`src/sv/acmp_cr_pkg.sv`:
```
`timescale 1ns / 1ps
// ----------------------------------------------------------------------------
// ACMP connection responder package
// Message codes, notify codes, register indexes and field widths shared by
// the responder and its checker.
// ----------------------------------------------------------------------------
package acmp_cr_pkg;

    localparam int MAC_W    = 48;
    localparam int ID_W     = 64;
    localparam int COUNT_W  = 16;
    localparam int FLEN_W   = 11;
    localparam int MSG_W    = 4;
    localparam int STATUS_W = 5;
    localparam int CFG_IDX_W = 2;

    localparam logic [7:0]        ACMP_SUBTYPE  = 8'h7C;
    // 14 byte Ethernet header plus a 56 byte ACMPDU
    localparam logic [FLEN_W-1:0] MIN_FRM_BYTES = 11'd70;

    typedef logic [MSG_W-1:0] t_msg;

    localparam t_msg MSG_CONNECT_TX    = 4'd0;
    localparam t_msg MSG_DISCONNECT_TX = 4'd2;
    localparam t_msg MSG_GET_TX_STATE  = 4'd4;
    localparam t_msg MSG_CONNECT_RX    = 4'd6;
    localparam t_msg MSG_DISCONNECT_RX = 4'd8;
    localparam t_msg MSG_GET_RX_STATE  = 4'd10;

    typedef logic [2:0] t_notify;

    localparam t_notify NOTIFY_NONE          = 3'd0;
    localparam t_notify NOTIFY_TX_CONNECT    = 3'd1;
    localparam t_notify NOTIFY_TX_DISCONNECT = 3'd2;
    localparam t_notify NOTIFY_RX_CONNECT    = 3'd3;
    localparam t_notify NOTIFY_RX_DISCONNECT = 3'd4;

    localparam logic [STATUS_W-1:0] STATUS_SUCCESS = 5'd0;

    typedef logic [CFG_IDX_W-1:0] t_cfg_idx;

    localparam t_cfg_idx CFG_ENTITY_MAC  = 2'd0;
    localparam t_cfg_idx CFG_OWN_STRM_ID = 2'd1;
    localparam t_cfg_idx CFG_OWN_DST_MAC = 2'd2;

endpackage

```
`src/sv/acmp_connection_responder.sv`:
```
`timescale 1ns / 1ps
// ----------------------------------------------------------------------------
// ACMP connection responder
// Checks parsed ACMP commands against the own entity id, keeps talker and
// listener connection state and returns one success response per command.
// ----------------------------------------------------------------------------
// Usage:
//   Input channel (i_in_valid / o_in_stall) carries one parsed AVTP PDU per
//   word. PDUs with the wrong subtype, a short frame, a non-command message
//   type or a foreign entity id produce no response word.
//   Output channel (o_out_valid / i_out_stall) carries one response word per
//   matching command, with the connection state as it stands after it.
//   Configuration (i_cfg_valid / o_cfg_ready) writes entity MAC, own stream
//   id and own stream destination MAC; ready is always high. Write only while
//   the block is idle.
//   Throughput: one word per cycle unless the output stalls. A word passes
//   the input register and then the response register; state is updated as
//   a word leaves the input register, so the next word sees it at once.
//   Reset clears both stages, all connection state and the registers.
//   When the receiver stalls, the response register holds; the input
//   register still drains words that give no response, and a word that does
//   waits, which stalls the input side.
// ----------------------------------------------------------------------------
module acmp_connection_responder (
    input  logic                                i_clk,
    input  logic                                i_rst_n,

    input  logic                                i_cfg_valid,
    output logic                                o_cfg_ready,
    input  logic [acmp_cr_pkg::CFG_IDX_W-1:0]   i_cfg_index,
    input  logic [63:0]                         i_cfg_data,

    input  logic                                i_in_valid,
    output logic                                o_in_stall,
    input  logic [acmp_cr_pkg::FLEN_W-1:0]      i_frm_bytes,
    input  logic [7:0]                          i_subtype,
    input  logic [acmp_cr_pkg::MSG_W-1:0]       i_msg_code,
    input  logic [acmp_cr_pkg::ID_W-1:0]        i_strm_id_in,
    input  logic [acmp_cr_pkg::ID_W-1:0]        i_tlk_id_in,
    input  logic [acmp_cr_pkg::ID_W-1:0]        i_lsn_id_in,
    input  logic [acmp_cr_pkg::MAC_W-1:0]       i_dst_mac_in,
    input  logic [acmp_cr_pkg::COUNT_W-1:0]     i_conn_count_in,

    output logic                                o_out_valid,
    input  logic                                i_out_stall,
    output logic [acmp_cr_pkg::MSG_W-1:0]       o_resp_msg_code,
    output logic [acmp_cr_pkg::STATUS_W-1:0]    o_resp_status,
    output logic [acmp_cr_pkg::ID_W-1:0]        o_resp_strm_id,
    output logic [acmp_cr_pkg::MAC_W-1:0]       o_resp_dst_mac,
    output logic [acmp_cr_pkg::COUNT_W-1:0]     o_resp_conn_count,
    output logic [2:0]                          o_notify_event,
    output logic                                o_talker_is_connected,
    output logic                                o_listener_is_connected,
    output logic [acmp_cr_pkg::ID_W-1:0]        o_peer_lsn_id,
    output logic [acmp_cr_pkg::ID_W-1:0]        o_bound_tlk_id,
    output logic [acmp_cr_pkg::ID_W-1:0]        o_bound_strm_id,
    output logic [acmp_cr_pkg::MAC_W-1:0]       o_bound_dst_mac
);

    // configuration
    logic [acmp_cr_pkg::MAC_W-1:0]   r_entity_mac;
    logic [acmp_cr_pkg::ID_W-1:0]    r_own_strm_id;
    logic [acmp_cr_pkg::MAC_W-1:0]   r_own_dst_mac;

    // input register
    logic                            r_s1_valid;
    logic [acmp_cr_pkg::FLEN_W-1:0]  r_s1_frm_bytes;
    logic [7:0]                      r_s1_subtype;
    acmp_cr_pkg::t_msg               r_s1_msg_code;
    logic [acmp_cr_pkg::ID_W-1:0]    r_s1_strm_id;
    logic [acmp_cr_pkg::ID_W-1:0]    r_s1_tlk_id;
    logic [acmp_cr_pkg::ID_W-1:0]    r_s1_lsn_id;
    logic [acmp_cr_pkg::MAC_W-1:0]   r_s1_dst_mac;
    logic [acmp_cr_pkg::COUNT_W-1:0] r_s1_conn_count;

    // connection state
    logic                            r_talker_on;
    logic [acmp_cr_pkg::COUNT_W-1:0] r_talker_count;
    logic [acmp_cr_pkg::ID_W-1:0]    r_talker_peer;
    logic                            r_listener_on;
    logic [acmp_cr_pkg::COUNT_W-1:0] r_listener_count;
    logic [acmp_cr_pkg::ID_W-1:0]    r_listener_peer;
    logic [acmp_cr_pkg::ID_W-1:0]    r_listener_stream;
    logic [acmp_cr_pkg::MAC_W-1:0]   r_listener_mac;

    logic                            n_talker_on;
    logic [acmp_cr_pkg::COUNT_W-1:0] n_talker_count;
    logic [acmp_cr_pkg::ID_W-1:0]    n_talker_peer;
    logic                            n_listener_on;
    logic [acmp_cr_pkg::COUNT_W-1:0] n_listener_count;
    logic [acmp_cr_pkg::ID_W-1:0]    n_listener_peer;
    logic [acmp_cr_pkg::ID_W-1:0]    n_listener_stream;
    logic [acmp_cr_pkg::MAC_W-1:0]   n_listener_mac;

    // response register
    logic                            r_out_valid;
    acmp_cr_pkg::t_msg               r_resp_msg_code;
    logic [acmp_cr_pkg::ID_W-1:0]    r_resp_strm_id;
    logic [acmp_cr_pkg::MAC_W-1:0]   r_resp_dst_mac;
    logic [acmp_cr_pkg::COUNT_W-1:0] r_resp_conn_count;
    acmp_cr_pkg::t_notify            r_notify_event;

    acmp_cr_pkg::t_notify            n_notify;
    logic [acmp_cr_pkg::ID_W-1:0]    n_resp_strm_id;
    logic [acmp_cr_pkg::MAC_W-1:0]   n_resp_dst_mac;
    logic [acmp_cr_pkg::COUNT_W-1:0] n_resp_conn_count;

    logic [acmp_cr_pkg::ID_W-1:0]    own_id;
    logic                            pdu_ok;
    logic                            cmd_ok;
    logic                            is_tx;
    logic                            id_match;
    logic                            s1_emit;
    logic                            out_free;
    logic                            s1_fire;
    logic                            s1_free;
    logic                            upd_en;

    assign o_cfg_ready = 1'b1;

    always_ff @(posedge i_clk) begin
        if (!i_rst_n) begin
            r_entity_mac  <= '0;
            r_own_strm_id <= '0;
            r_own_dst_mac <= '0;
        end else if (i_cfg_valid) begin
            unique case (i_cfg_index)
                acmp_cr_pkg::CFG_ENTITY_MAC:  r_entity_mac  <= i_cfg_data[acmp_cr_pkg::MAC_W-1:0];
                acmp_cr_pkg::CFG_OWN_STRM_ID: r_own_strm_id <= i_cfg_data;
                acmp_cr_pkg::CFG_OWN_DST_MAC: r_own_dst_mac <= i_cfg_data[acmp_cr_pkg::MAC_W-1:0];
                default: ;
            endcase
        end
    end

    // --- stage 1 decode ---
    assign own_id   = {r_entity_mac, 16'h0000};
    assign pdu_ok   = (r_s1_subtype == acmp_cr_pkg::ACMP_SUBTYPE)
                      && (r_s1_frm_bytes >= acmp_cr_pkg::MIN_FRM_BYTES);
    assign cmd_ok   = !r_s1_msg_code[0] && (r_s1_msg_code <= acmp_cr_pkg::MSG_GET_RX_STATE);
    assign is_tx    = (r_s1_msg_code <= acmp_cr_pkg::MSG_GET_TX_STATE);
    assign id_match = is_tx ? (r_s1_tlk_id == own_id) : (r_s1_lsn_id == own_id);
    assign s1_emit  = pdu_ok && cmd_ok && id_match;

    // dropped words leave the input register even while the output is held
    assign out_free   = !r_out_valid || !i_out_stall;
    assign s1_fire    = r_s1_valid && (out_free || !s1_emit);
    assign s1_free    = !r_s1_valid || s1_fire;
    assign o_in_stall = !s1_free;
    assign upd_en     = s1_fire && s1_emit;

    always_comb begin
        n_talker_on       = r_talker_on;
        n_talker_count    = r_talker_count;
        n_talker_peer     = r_talker_peer;
        n_listener_on     = r_listener_on;
        n_listener_count  = r_listener_count;
        n_listener_peer   = r_listener_peer;
        n_listener_stream = r_listener_stream;
        n_listener_mac    = r_listener_mac;
        n_notify          = acmp_cr_pkg::NOTIFY_NONE;
        unique case (r_s1_msg_code)
            acmp_cr_pkg::MSG_CONNECT_TX: begin
                n_talker_peer  = r_s1_lsn_id;
                n_talker_on    = 1'b1;
                n_talker_count = r_talker_count + 1'b1;
                n_notify       = acmp_cr_pkg::NOTIFY_TX_CONNECT;
            end
            acmp_cr_pkg::MSG_DISCONNECT_TX: begin
                n_talker_on = 1'b0;
                // floor at zero
                if (r_talker_count != '0) begin
                    n_talker_count = r_talker_count - 1'b1;
                end
                n_notify = acmp_cr_pkg::NOTIFY_TX_DISCONNECT;
            end
            acmp_cr_pkg::MSG_CONNECT_RX: begin
                n_listener_peer   = r_s1_tlk_id;
                n_listener_stream = r_s1_strm_id;
                n_listener_mac    = r_s1_dst_mac;
                n_listener_on     = 1'b1;
                n_listener_count  = r_listener_count + 1'b1;
                n_notify          = acmp_cr_pkg::NOTIFY_RX_CONNECT;
            end
            acmp_cr_pkg::MSG_DISCONNECT_RX: begin
                n_listener_on = 1'b0;
                if (r_listener_count != '0) begin
                    n_listener_count = r_listener_count - 1'b1;
                end
                n_notify = acmp_cr_pkg::NOTIFY_RX_DISCONNECT;
            end
            default: ;
        endcase
    end

    always_comb begin
        n_resp_strm_id    = r_s1_strm_id;
        n_resp_dst_mac    = r_s1_dst_mac;
        n_resp_conn_count = r_s1_conn_count;
        if (r_s1_msg_code == acmp_cr_pkg::MSG_CONNECT_TX
            || r_s1_msg_code == acmp_cr_pkg::MSG_GET_TX_STATE) begin
            n_resp_strm_id    = r_own_strm_id;
            n_resp_dst_mac    = r_own_dst_mac;
            n_resp_conn_count = n_talker_count;
        end else if (r_s1_msg_code == acmp_cr_pkg::MSG_CONNECT_RX
                     || r_s1_msg_code == acmp_cr_pkg::MSG_GET_RX_STATE) begin
            n_resp_conn_count = n_listener_count;
        end
    end

    // --- control registers ---
    always_ff @(posedge i_clk) begin
        if (!i_rst_n) begin
            r_s1_valid  <= 1'b0;
            r_out_valid <= 1'b0;
        end else begin
            if (s1_free) begin
                r_s1_valid <= i_in_valid;
            end
            if (out_free) begin
                r_out_valid <= upd_en;
            end
        end
    end

    always_ff @(posedge i_clk) begin
        if (!i_rst_n) begin
            r_talker_on       <= 1'b0;
            r_talker_count    <= '0;
            r_talker_peer     <= '0;
            r_listener_on     <= 1'b0;
            r_listener_count  <= '0;
            r_listener_peer   <= '0;
            r_listener_stream <= '0;
            r_listener_mac    <= '0;
        end else if (upd_en) begin
            r_talker_on       <= n_talker_on;
            r_talker_count    <= n_talker_count;
            r_talker_peer     <= n_talker_peer;
            r_listener_on     <= n_listener_on;
            r_listener_count  <= n_listener_count;
            r_listener_peer   <= n_listener_peer;
            r_listener_stream <= n_listener_stream;
            r_listener_mac    <= n_listener_mac;
        end
    end

    // --- payload registers ---
    always_ff @(posedge i_clk) begin
        if (s1_free && i_in_valid) begin
            r_s1_frm_bytes  <= i_frm_bytes;
            r_s1_subtype    <= i_subtype;
            r_s1_msg_code   <= i_msg_code;
            r_s1_strm_id    <= i_strm_id_in;
            r_s1_tlk_id     <= i_tlk_id_in;
            r_s1_lsn_id     <= i_lsn_id_in;
            r_s1_dst_mac    <= i_dst_mac_in;
            r_s1_conn_count <= i_conn_count_in;
        end
    end

    always_ff @(posedge i_clk) begin
        if (upd_en) begin
            r_resp_msg_code   <= r_s1_msg_code + 1'b1;
            r_resp_strm_id    <= n_resp_strm_id;
            r_resp_dst_mac    <= n_resp_dst_mac;
            r_resp_conn_count <= n_resp_conn_count;
            r_notify_event    <= n_notify;
        end
    end

    assign o_out_valid             = r_out_valid;
    assign o_resp_msg_code         = r_resp_msg_code;
    assign o_resp_status           = acmp_cr_pkg::STATUS_SUCCESS;
    assign o_resp_strm_id          = r_resp_strm_id;
    assign o_resp_dst_mac          = r_resp_dst_mac;
    assign o_resp_conn_count       = r_resp_conn_count;
    assign o_notify_event          = r_notify_event;
    // state only changes when a response is loaded, so it matches the held word
    assign o_talker_is_connected   = r_talker_on;
    assign o_listener_is_connected = r_listener_on;
    assign o_peer_lsn_id           = r_talker_peer;
    assign o_bound_tlk_id          = r_listener_peer;
    assign o_bound_strm_id         = r_listener_stream;
    assign o_bound_dst_mac         = r_listener_mac;

endmodule

```
`config.mk`:
```
export PLATFORM = sky130hd
export DESIGN_NAME = acmp_connection_responder
export DESIGN_NICKNAME = d
export VERILOG_FILES = /design/src/sv/acmp_cr_pkg.sv /design/src/sv/acmp_connection_responder.sv
export SDC_FILE = /design/constraint.sdc
export NUM_CORES = 2
export LEC_CHECK = 0
export ABC_AREA = 1
export ABC_CLOCK_PERIOD_IN_PS = 10150
export BUFFER_PORTS_ARGS = -buffer_cell sky130_fd_sc_hd__buf_2
export CAP_MARGIN = 30
export CELL_PAD_IN_SITES_DETAIL_PLACEMENT = 2
export CELL_PAD_IN_SITES_GLOBAL_PLACEMENT = 2
export CORE_AREA = 2 2 334 336
export DETAILED_ROUTE_END_ITERATION = 8
export DIE_AREA = 0 0 336 338
export PLACE_DENSITY_LB_ADDON = 0.1
export SLEW_MARGIN = 20
export SYNTH_ARGS = -nofsm -noshare
export SYNTH_HDL_FRONTEND = slang
export SYNTH_SLANG_ARGS = --single-unit
export TNS_END_PERCENT = 50
```
`constraint.sdc`:
```
create_clock -name i_clk -period 10.15 [get_ports i_clk]
set_clock_uncertainty 0.1 [all_clocks]
set_input_delay 2.03 -clock i_clk [delete_from_list [all_inputs] [get_ports i_clk]]
set_output_delay 2.03 -clock i_clk [all_outputs]
set_load 0.02 [all_outputs]
```
==> metrics <==
status=finished, final reports clean; final period utilization=0.660; Max Clock Freq=0.149 GHz; vias per inst=4.77; Post-DP HPWL=approximately 100000 um; buffers added on ports=about 730; IO Count=~740; yosys warns=0; count of pins over their slew limit=0; Slowest-stage cell, CP=buf_4; first-pass GRT wire length=approximately 210000 um; Startpoint Class=flop; MaxCap Viol Count=0; Power Total=about 0.008 W; leak pwr=20.5 nW; area of the mapped netlist=~35000 um2; routed vias=between 30000 and 40000; clock transition at the registers of the reported paths=60 ps; Antenna Nets Post-Route=0; Seq cells post-synth=~850; Final Hold Viols=0; DP Cell Count=6206; Hold WC Path Type=flop to flop; core box area=110000 um2; post-CTS resize count=0; Max stage delay on crit path=~520 ps; setup_tns=0 ps; cts bufs inserted=101; CP Capture Type=output port; nets=between 5000 and 6000; worst rel slew slack=0.337; share of layout cells above drive strength 1=0.193; largest net degree at the start of global routing=roughly 180; number of flops mapped to enable cells by yosys=slightly above 400; CTS root buf=clkbuf_16; RSZ-0062 raised after global routing=false; Total GRT Usage=0.252; commonest non-fill, non-tap cell in the layout=nand2_1; syn avg cell area=roughly 8.4 um2; CTS H-tree lvls=3; Num Clock Sinks=approximately 850; post-route cell area=about 43000 um2; row count=122; First DRT Iteration DRCs=1298; fraction of registers with async set/reset=0; Most common cell on crit path=nand2_1; worst setup path class=flop to output port; Area after DPL=about 40000 um2; Detailed Route WL=between 100000 and 150000 um; CP Cell Sequence=inv_2 -> nor2_2 -> nand2_2 -> buf_4 -> nand2_2 -> buf_4 -> nand2_1 -> nand2_1 -> nand2_1 -> nand2_1 -> nor2_1 -> nand2_1 -> nor2_1 -> nand2_1 -> nor2_4 -> nand4_1 -> inv_1 -> buf_2; Layout area overhead=24.4%; RR Endpoint=r_s1_strm_id[19]$_DFFE_PP_; reg2reg path depth=19; top_reg_cell synth=dfxtp_1; Initial Util=0.317; Hold Path Stages=2; gpl congestion=a little over 0.8; fillcell total=~13000; pwr dens=between 150 and 200 nW/um2; Hold Startpoint=r_own_dst_mac[33]$_SDFFE_PN0P_; First-pass DRT Iterations=5; Max VDD drop=around 140 uV; Slew @ Worst Pin=approximately 990 ps; Hold Path Sink=r_own_dst_mac[33]$_SDFFE_PN0P_; die area=between 100000 and 150000 um2; Hold-fix buffers, CTS=0; Syn Inst Count=between 4000 and 5000; vias in the first global route=32700; post-layout min period=between 6000 and 7000 ps; Post CTS Setup Buffer Count=0; deepest clock path buffer count=3; CTS tree=built; Seq/Total Area, Yosys=0.605; Final Setup Violations=0; Req. time, crit path=8020 ps; arrival time worst endpoint=approximately 4600 ps; post-synthesis cell type count=38; worst r2r src=r_s1_msg_code[2]$_DFFE_PP_; Final Core Density=0.395; GRT Residual Overflow=0; initial antenna violation count=47; FF-to-FF setup slack=about 4400 ps; Die H=around 340 um; most frequent cells in the layout=1134 x nand2_1, 819 x nor2_1, 726 x buf_2; Die Span X=roughly 340 um; CP Max Fanout=57; drt drc=0; Skew-Pair Late Insertion Delay=710 ps; Finished Layout Cells=around 6400; wire per inst=22.7 um
==> synth_stat cells, types with 26 or more instances <==
cell      instances  share of area
inv_1           452          0.049
dfxtp_1         436           0.25
nor2_1          821          0.088
clkbuf_1        136          0.015
nand3b_1         26         0.0056
edfxtp_1        413           0.36
a21oi_1         107          0.015
o21ai_0         265          0.038
nand4_1          40         0.0072
buf_2            52         0.0075
nand2_1        1137           0.12
nand3_1         161          0.023
==> sequential cells by signal, summed over array words and instances, names as in the netlist, 8 cells and up <==
name	count
r_s1_dst_mac	48
o_resp_conn_count	16
o_resp_dst_mac	48
r_entity_mac	48
r_s1_frm_bytes	10
r_s1_strm_id	64
r_own_dst_mac	48
r_listener_count	16
o_bound_tlk_id	64
o_resp_strm_id	64
r_own_strm_id	64
r_s1_subtype	8
r_talker_count	16
o_bound_dst_mac	48
r_s1_conn_count	16
r_s1_tlk_id	64
r_s1_lsn_id	64
o_peer_lsn_id	64
o_bound_strm_id	64
==> layer usage <==
metal  vias up  GRT usage  wire [um]
met4        52     0.0879       4760
met2       611      0.453      74400
met3       253     0.0633       8410
met1     15200      0.290      58000
met5         -          0        340
li1      14500          -          -
==> power breakdown <==
group          switching, W  internal, W  total (W)  leakage [nW]
sequential        0.0000878      0.00374    0.00383          7.47
clock               0.00157      0.00219    0.00376          1.68
combinational      0.000354     0.000160   0.000513          11.4
total               0.00201      0.00609    0.00811          20.5
==> per-stage QoR <==
stage               worst slack, ps  hold slack, ps
finish                         3450             347
global route                   3010             374
CTS                            3320             352
detailed placement             4090             343
global placement               4150             335
floorplan                      1750             325
==> area by class of cell <==
cell class | instances | area, um2 | share of cell area
multi-input cells | 2651 | 11200 | 0.259
repair buffers | 761 | 3980 | 0.0917
clock inverters | 48 | 601 | 0.0138
diodes | 16 | 40.0 | 0.000922
inverters | 460 | 1740 | 0.0401
well taps | 1488 | 1860 | 0.0429
clock buffers | 143 | 2840 | 0.0653
flip-flops and latches | 849 | 21100 | 0.486
==> worst max-delay path by stage <==
| stage | endpoint | from | slack (ps) |
|---|---|---|---|
| CTS | o_in_stall | r_s1_msg_code[2]$_DFFE_PP_ | 3320 |
| floorplan | r_s1_conn_count[0]$_DFFE_PP_ | i_out_stall | 1750 |
| global route | o_in_stall | r_s1_msg_code[2]$_DFFE_PP_ | 3010 |
| finish | o_in_stall | r_s1_msg_code[2]$_DFFE_PP_ | 3450 |
| detailed placement | o_in_stall | r_s1_msg_code[2]$_DFFE_PP_ | 4090 |
| global placement | o_in_stall | r_s1_msg_code[2]$_DFFE_PP_ | 4150 |
==> cell families (layout without fill, tap and decap cells) <==
| kind of cell | count (synthesis) | after routing | share of synthesized area |
|---|---|---|---|
| AND/OR/NAND/NOR | 2223 | 2223 | 0.254 |
| flip-flops | 849 | 849 | 0.605 |
| buffers and inverters | 665 | 1412 | 0.0751 |
| AO/OA/AOI/OAI | 408 | 408 | 0.0611 |
| adder cells (fa/ha/maj) | 8 | 8 | 0.00287 |
| XOR/XNOR | 5 | 5 | 0.00125 |
| other | 2 | 22 | 0.000215 |
| multiplexers | 1 | 1 | 0.000323 |
==> worst max-delay path: cells and delay by family, from the launching register on <==
kind                   cells  cell delay (ps)
AND/OR/NAND/NOR           13             2030
buffers and inverters      5             1350
flip-flops                 1              460
Note: power is estimated with default switching activity, not from simulation.
